`config.mk`:
```
export PLATFORM = sky130hd
export DESIGN_NAME = wheel_speed_trip_meter_unit
export DESIGN_NICKNAME = d
export VERILOG_FILES = /design/src/hw/rtl/wstm_pkg.sv /design/src/hw/rtl/wstm_front.sv /design/src/hw/rtl/wstm_queue.sv /design/src/hw/rtl/wstm_back.sv /design/src/hw/rtl/wheel_speed_trip_meter_unit.sv
export SDC_FILE = /design/constraint.sdc
export NUM_CORES = 1
export LEC_CHECK = 0
export BUFFER_PORTS_ARGS = -buffer_cell sky130_fd_sc_hd__buf_2
export CAP_MARGIN = 20
export CORE_ASPECT_RATIO = 0.9
export CORE_MARGIN = 2
export CORE_UTILIZATION = 50
export DETAILED_ROUTE_END_ITERATION = 8
export PLACE_DENSITY = 0.81
export SETUP_SLACK_MARGIN = 0.05
export SYNTH_ARGS = -nofsm -noshare
export SYNTH_HDL_FRONTEND = slang
export SYNTH_HIERARCHICAL = 1
export SYNTH_SLANG_ARGS = --single-unit
```
`constraint.sdc`:
```
create_clock -name clk_i -period 4.85 [get_ports clk_i]
set_input_delay 0.7275 -clock clk_i [delete_from_list [all_inputs] [get_ports clk_i]]
set_output_delay 0.7275 -clock clk_i [all_outputs]
set_load 0.1 [all_outputs]
```
`src/hw/rtl/wstm_pkg.sv`:
```
// Shared types and constants for the wheel speed and trip meter.
package wstm_pkg;

  // Register and field widths
  localparam int CIRC_W            = 12;
  localparam int OFFSET_W          = 16;
  localparam int CPU_W             = 11;
  localparam int CFG_DATA_W        = 16;
  localparam int CFG_IDX_W         = 2;
  localparam int KIND_W            = 2;
  localparam int PERIOD_COUNT_BITS = 16;
  localparam int SPEED_W           = 20;
  localparam int DISTANCE_BITS     = 40;
  localparam int RIDE_W            = 32;

  // Derived datapath widths
  localparam int PROD_W      = PERIOD_COUNT_BITS + CPU_W;
  localparam int PERIOD_W    = PROD_W + 1;
  localparam int US_PER_S_W  = 20;
  localparam int DIVIDEND_W  = CIRC_W + US_PER_S_W;
  localparam int DIV_CNT_W   = $clog2(SPEED_W);
  localparam int US_PER_S    = 1000000;

  // Command queue between front and back
  localparam int QUEUE_DEPTH = 2;
  localparam int QUEUE_PTR_W = $clog2(QUEUE_DEPTH);
  localparam int QUEUE_CNT_W = $clog2(QUEUE_DEPTH + 1);

  // Register reset values
  localparam logic [CIRC_W-1:0]   CIRC_RST     = CIRC_W'(2234);
  localparam logic [OFFSET_W-1:0] DEBOUNCE_RST = OFFSET_W'(5000);
  localparam logic [CPU_W-1:0]    CPU_RST      = CPU_W'(128);

  typedef enum logic [KIND_W-1:0] {
    KIND_PULSE = 2'd0,
    KIND_TICK  = 2'd1,
    KIND_CLEAR = 2'd2
  } kind_e;

  typedef enum logic [CFG_IDX_W-1:0] {
    CFG_CIRC         = 2'd0,
    CFG_DEBOUNCE     = 2'd1,
    CFG_COUNT_PERIOD = 2'd2
  } cfg_idx_e;

  typedef struct packed {
    logic [CIRC_W-1:0]   circ;
    logic [OFFSET_W-1:0] offset;
    logic [CPU_W-1:0]    cpu;
  } cfg_t;

  typedef struct packed {
    logic [KIND_W-1:0]   kind;
    logic [PERIOD_W-1:0] period;
  } cmd_t;

endpackage

```
`src/hw/rtl/wstm_front.sv`:
```
// Front end: accepts items, forms the revolution period and queues a command.
module wstm_front
  import wstm_pkg::*;
(
  input  logic                         clk_i,
  input  logic                         rst_ni,
  input  cfg_t                         cfg_i,
  input  logic                         in_valid_i,
  output logic                         in_ready_o,
  input  logic [KIND_W-1:0]            kind_i,
  input  logic [PERIOD_COUNT_BITS-1:0] period_count_i,
  output logic                         push_valid_o,
  input  logic                         push_ready_i,
  output cmd_t                         push_cmd_o
);

  typedef enum logic [1:0] {
    F_IDLE,
    F_MUL,
    F_PUSH
  } front_state_e;

  front_state_e                 state_q, state_d;
  logic [KIND_W-1:0]            kind_q, kind_d;
  logic [PERIOD_COUNT_BITS-1:0] count_q, count_d;
  logic [PROD_W-1:0]            prod_q, prod_d;

  assign in_ready_o          = (state_q == F_IDLE);
  assign push_valid_o        = (state_q == F_PUSH);
  assign push_cmd_o.kind     = kind_q;
  assign push_cmd_o.period   = PERIOD_W'(cfg_i.offset) + PERIOD_W'(prod_q);

  // Classify: only pulses need the period product
  always_comb begin
    state_d = state_q;
    kind_d  = kind_q;
    count_d = count_q;
    prod_d  = prod_q;
    unique case (state_q)
      F_IDLE: begin
        if (in_valid_i) begin
          kind_d  = kind_i;
          count_d = period_count_i;
          prod_d  = '0;
          state_d = (kind_i == KIND_PULSE) ? F_MUL : F_PUSH;
        end
      end
      F_MUL: begin
        prod_d  = PROD_W'(count_q) * PROD_W'(cfg_i.cpu);
        state_d = F_PUSH;
      end
      F_PUSH: begin
        if (push_ready_i) state_d = F_IDLE;
      end
      default: state_d = F_IDLE;
    endcase
  end

  always_ff @(posedge clk_i or negedge rst_ni) begin
    if (!rst_ni) begin
      state_q <= F_IDLE;
      kind_q  <= '0;
      count_q <= '0;
      prod_q  <= '0;
    end else begin
      state_q <= state_d;
      kind_q  <= kind_d;
      count_q <= count_d;
      prod_q  <= prod_d;
    end
  end

endmodule

```
`src/hw/rtl/wstm_queue.sv`:
```
// Short command queue decoupling the front end from the back end.
module wstm_queue
  import wstm_pkg::*;
(
  input  logic clk_i,
  input  logic rst_ni,
  input  logic push_valid_i,
  output logic push_ready_o,
  input  cmd_t push_cmd_i,
  output logic pop_valid_o,
  input  logic pop_ready_i,
  output cmd_t pop_cmd_o
);

  cmd_t                   mem_q [QUEUE_DEPTH];
  logic [QUEUE_PTR_W-1:0] wr_ptr_q, rd_ptr_q;
  logic [QUEUE_CNT_W-1:0] cnt_q;
  logic                   push, pop;

  assign push_ready_o = (cnt_q != QUEUE_CNT_W'(QUEUE_DEPTH));
  assign pop_valid_o  = (cnt_q != '0);
  assign pop_cmd_o    = mem_q[rd_ptr_q];
  assign push         = push_valid_i && push_ready_o;
  assign pop          = pop_valid_o && pop_ready_i;

  // Storage, no reset needed
  always_ff @(posedge clk_i) begin
    if (push) mem_q[wr_ptr_q] <= push_cmd_i;
  end

  // Pointers and fill count
  always_ff @(posedge clk_i or negedge rst_ni) begin
    if (!rst_ni) begin
      wr_ptr_q <= '0;
      rd_ptr_q <= '0;
      cnt_q    <= '0;
    end else begin
      if (push) wr_ptr_q <= wr_ptr_q + 1'b1;
      if (pop)  rd_ptr_q <= rd_ptr_q + 1'b1;
      if (push && !pop)      cnt_q <= cnt_q + 1'b1;
      else if (pop && !push) cnt_q <= cnt_q - 1'b1;
    end
  end

endmodule

```
`src/hw/rtl/wstm_back.sv`:
```
// Back end: serial speed divider, trip state and result register.
module wstm_back
  import wstm_pkg::*;
(
  input  logic                     clk_i,
  input  logic                     rst_ni,
  input  cfg_t                     cfg_i,
  input  logic                     cmd_valid_i,
  output logic                     cmd_ready_o,
  input  cmd_t                     cmd_i,
  output logic                     out_valid_o,
  input  logic                     out_ready_i,
  output logic [SPEED_W-1:0]       speed_mm_per_s_o,
  output logic [SPEED_W-1:0]       max_speed_mm_per_s_o,
  output logic [DISTANCE_BITS-1:0] distance_mm_o,
  output logic [RIDE_W-1:0]        ride_seconds_o
);

  typedef enum logic [2:0] {
    B_IDLE,
    B_MUL,
    B_CHK,
    B_DIV,
    B_OUT
  } back_state_e;

  back_state_e               state_q, state_d;
  logic [KIND_W-1:0]         kind_q, kind_d;
  logic [PERIOD_W-1:0]       period_q, period_d;
  logic [DIVIDEND_W-1:0]     dividend_q, dividend_d;
  logic [PERIOD_W:0]         rem_q, rem_d;
  logic [SPEED_W-1:0]        low_q, low_d;
  logic [SPEED_W-1:0]        quo_q, quo_d;
  logic [DIV_CNT_W-1:0]      cnt_q, cnt_d;

  logic [SPEED_W-1:0]        cur_q, cur_d;
  logic [SPEED_W-1:0]        max_q, max_d;
  logic [DISTANCE_BITS-1:0]  dist_q, dist_d;
  logic [RIDE_W-1:0]         ride_q, ride_d;

  logic                      out_valid_q, out_valid_d;
  logic [SPEED_W-1:0]        o_speed_q, o_speed_d;
  logic [SPEED_W-1:0]        o_max_q, o_max_d;
  logic [DISTANCE_BITS-1:0]  o_dist_q, o_dist_d;
  logic [RIDE_W-1:0]         o_ride_q, o_ride_d;

  logic [PERIOD_W:0]         rem_sh;
  logic                      rem_ge;
  logic [PERIOD_W-1:0]       div_hi;
  logic                      sat;
  logic [DISTANCE_BITS:0]    dist_sum;
  logic                      out_free;

  assign cmd_ready_o          = (state_q == B_IDLE);
  assign out_valid_o          = out_valid_q;
  assign speed_mm_per_s_o     = o_speed_q;
  assign max_speed_mm_per_s_o = o_max_q;
  assign distance_mm_o        = o_dist_q;
  assign ride_seconds_o       = o_ride_q;

  // One restoring division step
  assign rem_sh = {rem_q[PERIOD_W-1:0], low_q[SPEED_W-1]};
  assign rem_ge = (rem_sh >= {1'b0, period_q});

  // Quotient overflows 20 bits when the high dividend part reaches the period
  assign div_hi = PERIOD_W'(dividend_q[DIVIDEND_W-1:SPEED_W]);
  assign sat    = (period_q == '0) || (div_hi >= period_q);

  assign dist_sum = {1'b0, dist_q} + (DISTANCE_BITS + 1)'(cur_q);
  assign out_free = !out_valid_q || out_ready_i;

  always_comb begin
    state_d     = state_q;
    kind_d      = kind_q;
    period_d    = period_q;
    dividend_d  = dividend_q;
    rem_d       = rem_q;
    low_d       = low_q;
    quo_d       = quo_q;
    cnt_d       = cnt_q;
    cur_d       = cur_q;
    max_d       = max_q;
    dist_d      = dist_q;
    ride_d      = ride_q;
    out_valid_d = out_valid_q && !out_ready_i;
    o_speed_d   = o_speed_q;
    o_max_d     = o_max_q;
    o_dist_d    = o_dist_q;
    o_ride_d    = o_ride_q;
    unique case (state_q)
      B_IDLE: begin
        if (cmd_valid_i) begin
          kind_d   = cmd_i.kind;
          period_d = cmd_i.period;
          state_d  = (cmd_i.kind == KIND_PULSE) ? B_MUL : B_OUT;
        end
      end
      B_MUL: begin
        dividend_d = DIVIDEND_W'(cfg_i.circ) * DIVIDEND_W'(US_PER_S);
        state_d    = B_CHK;
      end
      B_CHK: begin
        if (sat) begin
          quo_d   = '1;
          state_d = B_OUT;
        end else begin
          rem_d   = (PERIOD_W + 1)'(dividend_q[DIVIDEND_W-1:SPEED_W]);
          low_d   = dividend_q[SPEED_W-1:0];
          quo_d   = '0;
          cnt_d   = DIV_CNT_W'(SPEED_W - 1);
          state_d = B_DIV;
        end
      end
      B_DIV: begin
        rem_d = rem_ge ? (rem_sh - {1'b0, period_q}) : rem_sh;
        low_d = {low_q[SPEED_W-2:0], 1'b0};
        quo_d = {quo_q[SPEED_W-2:0], rem_ge};
        cnt_d = cnt_q - 1'b1;
        if (cnt_q == '0) state_d = B_OUT;
      end
      B_OUT: begin
        if (out_free) begin
          o_speed_d = cur_q;
          o_max_d   = max_q;
          o_dist_d  = dist_q;
          o_ride_d  = ride_q;
          case (kind_q)
            KIND_PULSE: begin
              cur_d     = quo_q;
              o_speed_d = quo_q;
            end
            KIND_TICK: begin
              if (cur_q > max_q) begin
                max_d   = cur_q;
                o_max_d = cur_q;
              end
              if (cur_q != '0 && ride_q != '1) begin
                ride_d   = ride_q + 1'b1;
                o_ride_d = ride_q + 1'b1;
              end
              dist_d   = dist_sum[DISTANCE_BITS] ? '1 : dist_sum[DISTANCE_BITS-1:0];
              o_dist_d = dist_sum[DISTANCE_BITS] ? '1 : dist_sum[DISTANCE_BITS-1:0];
              cur_d    = '0;
            end
            KIND_CLEAR: begin
              max_d    = '0;
              dist_d   = '0;
              ride_d   = '0;
              o_max_d  = '0;
              o_dist_d = '0;
              o_ride_d = '0;
            end
            default: ;  // unknown kind only reports the state
          endcase
          out_valid_d = 1'b1;
          state_d     = B_IDLE;
        end
      end
      default: state_d = B_IDLE;
    endcase
  end

  always_ff @(posedge clk_i or negedge rst_ni) begin
    if (!rst_ni) begin
      state_q     <= B_IDLE;
      kind_q      <= '0;
      period_q    <= '0;
      dividend_q  <= '0;
      rem_q       <= '0;
      low_q       <= '0;
      quo_q       <= '0;
      cnt_q       <= '0;
      cur_q       <= '0;
      max_q       <= '0;
      dist_q      <= '0;
      ride_q      <= '0;
      out_valid_q <= 1'b0;
      o_speed_q   <= '0;
      o_max_q     <= '0;
      o_dist_q    <= '0;
      o_ride_q    <= '0;
    end else begin
      state_q     <= state_d;
      kind_q      <= kind_d;
      period_q    <= period_d;
      dividend_q  <= dividend_d;
      rem_q       <= rem_d;
      low_q       <= low_d;
      quo_q       <= quo_d;
      cnt_q       <= cnt_d;
      cur_q       <= cur_d;
      max_q       <= max_d;
      dist_q      <= dist_d;
      ride_q      <= ride_d;
      out_valid_q <= out_valid_d;
      o_speed_q   <= o_speed_d;
      o_max_q     <= o_max_d;
      o_dist_q    <= o_dist_d;
      o_ride_q    <= o_ride_d;
    end
  end

endmodule

```
`src/hw/rtl/wheel_speed_trip_meter_unit.sv`:
```
// Top level of the wheel speed and trip meter.
// Flow: a wheel pulse goes through the front multiply, the queue, the back multiply,
// saturation check and 20-step serial divider (the divider is skipped when the speed
// saturates); ticks, clears and unknown kinds skip the multiply and divide states.
// Front and back each hold one item at a time; neither takes another until it is done.
// Reset: asynchronous, active low; speed, trip values and queue clear, registers
// return to circumference 2234 mm, debounce 5000 us, 128 us per count.
module wheel_speed_trip_meter_unit
  import wstm_pkg::*;
(
  input  logic                         clk_i,
  input  logic                         rst_ni,
  input  logic                         cfg_valid_i,
  output logic                         cfg_ready_o,
  input  logic [CFG_IDX_W-1:0]         cfg_index_i,
  input  logic [CFG_DATA_W-1:0]        cfg_data_i,
  input  logic                         in_valid_i,
  output logic                         in_ready_o,
  input  logic [KIND_W-1:0]            kind_i,
  input  logic [PERIOD_COUNT_BITS-1:0] period_count_i,
  output logic                         out_valid_o,
  input  logic                         out_ready_i,
  output logic [SPEED_W-1:0]           speed_mm_per_s_o,
  output logic [SPEED_W-1:0]           max_speed_mm_per_s_o,
  output logic [DISTANCE_BITS-1:0]     distance_mm_o,
  output logic [RIDE_W-1:0]            ride_seconds_o
);

  cfg_t cfg_q;
  logic push_valid, push_ready;
  cmd_t push_cmd;
  logic cmd_valid, cmd_ready;
  cmd_t cmd;

  assign cfg_ready_o = 1'b1;

  // Configuration registers
  always_ff @(posedge clk_i or negedge rst_ni) begin
    if (!rst_ni) begin
      cfg_q.circ   <= CIRC_RST;
      cfg_q.offset <= DEBOUNCE_RST;
      cfg_q.cpu    <= CPU_RST;
    end else if (cfg_valid_i) begin
      unique case (cfg_idx_e'(cfg_index_i))
        CFG_CIRC:         cfg_q.circ   <= cfg_data_i[CIRC_W-1:0];
        CFG_DEBOUNCE:     cfg_q.offset <= cfg_data_i[OFFSET_W-1:0];
        CFG_COUNT_PERIOD: cfg_q.cpu    <= cfg_data_i[CPU_W-1:0];
        default: ;
      endcase
    end
  end

  wstm_front u_front (
    .clk_i          (clk_i),
    .rst_ni         (rst_ni),
    .cfg_i          (cfg_q),
    .in_valid_i     (in_valid_i),
    .in_ready_o     (in_ready_o),
    .kind_i         (kind_i),
    .period_count_i (period_count_i),
    .push_valid_o   (push_valid),
    .push_ready_i   (push_ready),
    .push_cmd_o     (push_cmd)
  );

  wstm_queue u_queue (
    .clk_i        (clk_i),
    .rst_ni       (rst_ni),
    .push_valid_i (push_valid),
    .push_ready_o (push_ready),
    .push_cmd_i   (push_cmd),
    .pop_valid_o  (cmd_valid),
    .pop_ready_i  (cmd_ready),
    .pop_cmd_o    (cmd)
  );

  wstm_back u_back (
    .clk_i                (clk_i),
    .rst_ni               (rst_ni),
    .cfg_i                (cfg_q),
    .cmd_valid_i          (cmd_valid),
    .cmd_ready_o          (cmd_ready),
    .cmd_i                (cmd),
    .out_valid_o          (out_valid_o),
    .out_ready_i          (out_ready_i),
    .speed_mm_per_s_o     (speed_mm_per_s_o),
    .max_speed_mm_per_s_o (max_speed_mm_per_s_o),
    .distance_mm_o        (distance_mm_o),
    .ride_seconds_o       (ride_seconds_o)
  );

`ifndef SYNTH
  // Front end is busy in the cycle after taking a beat
  a_front_busy: assert property (@(posedge clk_i) disable iff (!rst_ni)
    in_valid_i && in_ready_o |=> !in_ready_o)
    else $error("front accepted back-to-back beats");

  // Back end is busy in the cycle after popping a command
  a_back_busy: assert property (@(posedge clk_i) disable iff (!rst_ni)
    cmd_valid && cmd_ready |=> !cmd_ready)
    else $error("back end popped back-to-back commands");

  // A full queue always reports a command to pop
  a_queue_pop: assert property (@(posedge clk_i) disable iff (!rst_ni)
    push_valid && !push_ready |-> cmd_valid)
    else $error("queue full yet reports empty");
`endif

endmodule
```
* After elaboration in Yosys (flattened, before gate mapping)
Memories as Yosys holds them, arrays and structs flattened.
Cells that the tools add are included.
** Storage, ports and cells
- Register bits :: 355
- RAM bits :: 60
- Input bits :: 41
- Output and inout bits :: 115
- Logic and storage cells :: 135
- Memories kept :: 1
** Memories
- u_queue.mem_q :: depth 2, width 30, read ports 1, clocked after memory_dff 0, write ports 1, line wstm_queue.sv:15 : cmd_t mem_q [QUEUE_DEPTH];
** Cells by class
- $add $sub $neg :: 9
- $mul :: 2
- $lt $le $gt $ge :: 3
- Equal/unequal tests :: 20
- Multiplexer cells :: 35
- Reductions and logical operators :: 41
** Operator list (number)
- $pmux 20 s2 :: 4
- $mux 20 :: 4
- $pmux 40 s2 :: 1
- $pmux 32 s2 :: 1
- $mux 28 :: 2
- $pmux 28 s2 :: 1
- $pmux 27 s2 :: 1
- $add 40x20->41 :: 1
- $mux 40 :: 1
- $add 32x1->32 const B :: 1
- $mux 32 :: 1
- $ne 32x32->1 const B :: 1
- $ge 29x28->1 :: 1
- $add 16x27->28 :: 1
- $ge 12x28->1 :: 1
- $logic_not 28->1 :: 1
- $sub 28x28->28 :: 1
- $mul 16x11->27 :: 1
- $mux 27 :: 1
- $mul 12x14->26 const B :: 1
- $gt 20x20->1 :: 1
- $reduce_bool 20->1 :: 1
- $reduce_and 2->1 :: 9
- $mux 3 :: 5
- other kinds (26) :: 67

* Logic depth before layout (Yosys ltp)
- Word-level depth :: 6
- Gate-level depth with buffers :: 20
- Gate-level depth less buffers :: 19

* By module
The synthesis kept the hierarchy.
** Modules (own cells, without submodules)
- wstm_back :: times used 1, cells an instance 1935, area each 17551.8 µm², sequential area each 6481.2 µm²
- wstm_front :: times used 1, cells an instance 956, area each 8448.1 µm², sequential area each 1176.1 µm²
- wstm_queue :: times used 1, cells an instance 111, area each 2384.8 µm², sequential area each 1901.8 µm²
- wheel_speed_trip_meter_unit :: times used 1, cells an instance 86, area each 1559.0 µm², sequential area each 991.0 µm²

* Worst setup path before layout
No wires, ideal clock.
- Path type :: flip-flop to flip-flop
- Start :: reg cfg_q[7] (netlist name)
- End :: reg u_front.prod_q[21]
- Setup time :: 134 ps
- Data arrival time :: 5117 ps
- Data required time :: 4716 ps
- Path slack :: -401 ps
- Cell stages (with the launch flop) :: 19
- Buffers on the path :: 1
- Period minus slack after synthesis :: 5251 ps
- Path through :: dfstp_2 > clkbuf_1 > nand2_1 > fa_1 > fa_1 > inv_1 > fa_1 > fa_1 > inv_1 > fa_1 > inv_1 > ha_1 > a21o_1 > a21o_1 > o31ai_2 > o21ai_1 > a41oi_2 > xor2_1 > o21ai_0
** Between the ends
- Longest elaborated chain between the ends :: 2
** RTL lines
- start, declared :: line wheel_speed_trip_meter_unit.sv:29 : cfg_t cfg_q;
- $mul 16x11->27 :: line wstm_front.sv:49 : prod_d = PROD_W'(count_q) * PROD_W'(cfg_i.cpu);
- $pmux 27 s2 :: line wstm_front.sv:39 : unique case (state_q)
- end signal, assigned :: line wstm_front.sv:69 : prod_q <= prod_d;
- end, declared :: line wstm_front.sv:26 : logic [PROD_W-1:0] prod_q, prod_d;
Every way passes these cells.
A chain may end at the register's enable or synchronous reset.

* Worst setup path in the final report
- Start :: reg cfg_q[7] (netlist name)
- End :: reg u_front.prod_q[24]
Same word-level chain as after synthesis.

==> results.toml <==
[routing]
drt_iter0_drc = 2268
vias = 23461
ant_nets = 0
wl_um = 73200
viasPerCell = 5.68
drt_first_pass_iters = 6
drc = 0
routedWlPerCell_um = 17.7

[global_routing]
grt_pass1_wl_um = 118000
gr-total-overflow = 0
grt_max_degree = 130
grt_pass1_vias = 23061
antenna_found_initial = 0
gr-usage-all-layers_pct = 23.4

[critical_path]
critPathBufInv = 9
crit_required_ps = 5290
cpPeakStageDelay_ps = 580
cp.depth = 23
start_kind = "flop"
crit_start = "cfg_q[7]$_DFFE_PN1P_"
endpoint_kind = "flop"
worstRegToRegCells = 23
cpMostUsedCell = "inv_1"
r2r_end = "u_front/prod_q[24]$_DFFE_PN0P_"
r2r_start = "cfg_q[7]$_DFFE_PN1P_"
critical-path-top-delay-family = "adder cells"
cp_max_fo = 4
crit_chain = "buf_4, buf_6, nand2_2, fa_2, inv_1, ha_1, inv_1, fa_1, inv_1, fa_1, inv_1, fa_1, inv_2, ha_4, a21oi_2, o21a_1, o21ai_4, buf_4, nor4_4, buf_4, o31ai_4, xnor2_1, o21ai_1"
slowest_stage = "dfstp_2"
cp-endpoint = "u_front/prod_q[24]$_DFFE_PN0P_"
arrival_ps = 5540
crit_type = "flop to flop"
reg2reg_slack_ps = -250

[floorplan]
die_y_um = 236
die_x_um = 262
coreArea_um2 = 59600
rows = 85
start_util_pct = 50.3
io_pins = 156
die_area_um2 = 61900

[synth]
async_flop_share_pct = 85.3
synth_edf_count = 60
seq_area_frac_synth_pct = 35.2
syn_nets = 3543
muxShareOfSynthArea_pct = 5.23
yosysTopAreaCell = "dfrtp_1"
synth_cells = 3088
synth_area_um2 = 29900
yosysWarnings = 6
synth-xor-area-share_pct = 3.77
ys_ff_latch = 409
synth_top_family_by_area = "adder cells"
synthSimpleGateAreaFrac_pct = 14.1
synth_fa_ha_area_share_pct = 21.4
synthFlopType = "dfrtp_1"
synth_compound_area_share_pct = 14.2
synth_cell_type_count = 97
syn-mean-instance-area_um2 = 9.70
synthTopCellsByArea = "dfrtp_1 (28%), fa_1 (11%), ha_1 (10%)"
synth_top_area_share_pct = 28.2

[cts]
cts_root_buf = "clkbuf_16"
clock_sinks = 409
worstSkewPairLatency_ps = 610
ctsHtreeMaxLevel = 2
path_clk_slew_ps = 60
cts_tree = "yes"
cts_buffer_depth = 3
cts_made_buffers = 45

[final_layout]
drive_above_1_share_pct = 19.1
final_cell_mix = "nand2_1 (372), dfrtp_1 (321), inv_1 (308)"
fill_cells = 4786
area_delta_synth_final_pct = 15.1
layout_commonest_cell = "nand2_1"
final_net_count = 3763

[placed_design]
dp_slack_ps = -384
dp_hpwl_um = 52700
io_buffers = 154
gp_congestion = 0.934

[sta]
skew_ps = 33.7
min_period_ps = 5100
fin_ws_ps = -253
worstMarginPinSlew_ps = 1050
finalCritPeriodShare_pct = 105
hold_viol_final = 0
setup_viol_count_final = 14
fmax_ghz = 0.196
slew_headroom_pct = 29.9
grt_setup_unrepaired = "true"
maxSlewViolCount = 0

[worst_hold_path]
worst_hold_path_type = "input pin to asynchronous set/reset pin"

[status]
status = "complete, but fails checks"
failed_checks = "setup timing"

[flow_run]
cap_violations = 0
[registers in the layout (all words and copies together) (netlist names)]
register / cells
cfg_q: 39
u_back/cnt_q: 5
u_back/cur_q: 20
u_back/distance_mm_o: 40
u_back/dividend_q: 26
u_back/kind_q: 2
u_back/low_q: 14
u_back/max_speed_mm_per_s_o: 20
u_back/out_valid_o: 1
u_back/period_q: 28
u_back/quo_q: 20
u_back/rem_q: 28
u_back/ride_seconds_o: 32
u_back/speed_mm_per_s_o: 20
u_back/state_q: 3
u_front/count_q: 16
u_front/kind_q: 2
u_front/prod_q: 27
u_front/state_q: 2
u_queue/cnt_q: 2
u_queue/mem_q: 60
u_queue/rd_ptr_q: 1
u_queue/wr_ptr_q: 1
[cell usage after synthesis (all sizes together) (31+ instances only)]
cell,number
nor2,122
nand4,31
nor3,33
ha,251
a21o,53
nand3,50
mux2i,48
nand2,382
edfxtp,60
inv,323
a31oi,41
xnor2,72
mux2,93
xor2,57
clkbuf,105
nor2b,36
and2,103
dfrtp,337
o21ai,253
fa,163
a21oi,156
[metal layers]
layer  wire [um]  up-vias  track usage [%]
met5           0        -                0
met4        1450        0             5.51
met3        4890      113             3.92
met2       34600      807             38.3
met1       32300    11516             32.4
li1            -    11025                -
[cells by family (layout without fill, tap and decap cells)]
kind of cell	after synthesis	after routing
AO/OA/AOI/OAI	678	678
XOR/XNOR	129	129
adder cells (fa/ha/maj)	414	414
buffers and inverters	455	712
flip-flops	409	409
multiplexers	141	141
other	1	2
AND/OR/NAND/NOR	861	861
[area by class of cell]
class	instances	area (um2)	share of cell area (%)
repair buffers	305	2010	5.84
flip-flops and latches	409	10600	30.7
diodes	1	2.50	0.00726
inverters	323	1210	3.52
multi-input cells	2224	18200	52.8
clock inverters	22	256	0.744
clock buffers	62	1230	3.57
well taps	783	980	2.84
[how the worst min path moves through the flow]
stage	cells after the start	slack (ps)	end	from
2_1_floorplan	0	430	cfg_q[0]$_DFFE_PN0P_	rst_ni
3_3_place_gp	0	450	u_queue/mem_q[1][28]$_DFFE_PP_	u_front/kind_q[0]$_DFFE_PN0P_
3_5_place_dp	2	470	u_back/speed_mm_per_s_o[1]$_DFFE_PN0P_	u_back/speed_mm_per_s_o[1]$_DFFE_PN0P_
4_1_cts	1	140	u_back/distance_mm_o[27]$_DFFE_PN0P_	rst_ni
5_1_grt	1	180	u_back/distance_mm_o[31]$_DFFE_PN0P_	rst_ni
6_report	1	130	u_back/distance_mm_o[27]$_DFFE_PN0P_	rst_ni
[per-stage QoR]
| step | std cells | hold slack [ps] | utilization [%] | TNS [ps] | area, um2 |
|---|---|---|---|---|---|
| CTS | 4122 | 140 | 57.5 | -906 | 34200 |
| global route | 4128 | 181 | 57.8 | -4850 | 34500 |
| detailed placement | 4013 | 465 | 54.1 | -3120 | 32200 |
| finish | 4129 | 125 | 57.9 | -1880 | 34500 |
| global placement | 4013 | 450 | 54.1 | -1350 | 32200 |
| floorplan | 3088 | 432 | - | 0 | 30200 |
[repair_timing]
item                                    CTS  global route
hold buffers                              0             0
buffers inserted                         26             4
gates resized for setup                  88            37
pin swaps                                60            27
endpoints found under the setup margin   21            22
hold endpoints to repair                  0             0
Power is left out: the tool's default activity adds up to more than one toggle a clock period on the data nets, which glitch-free logic cannot reach.
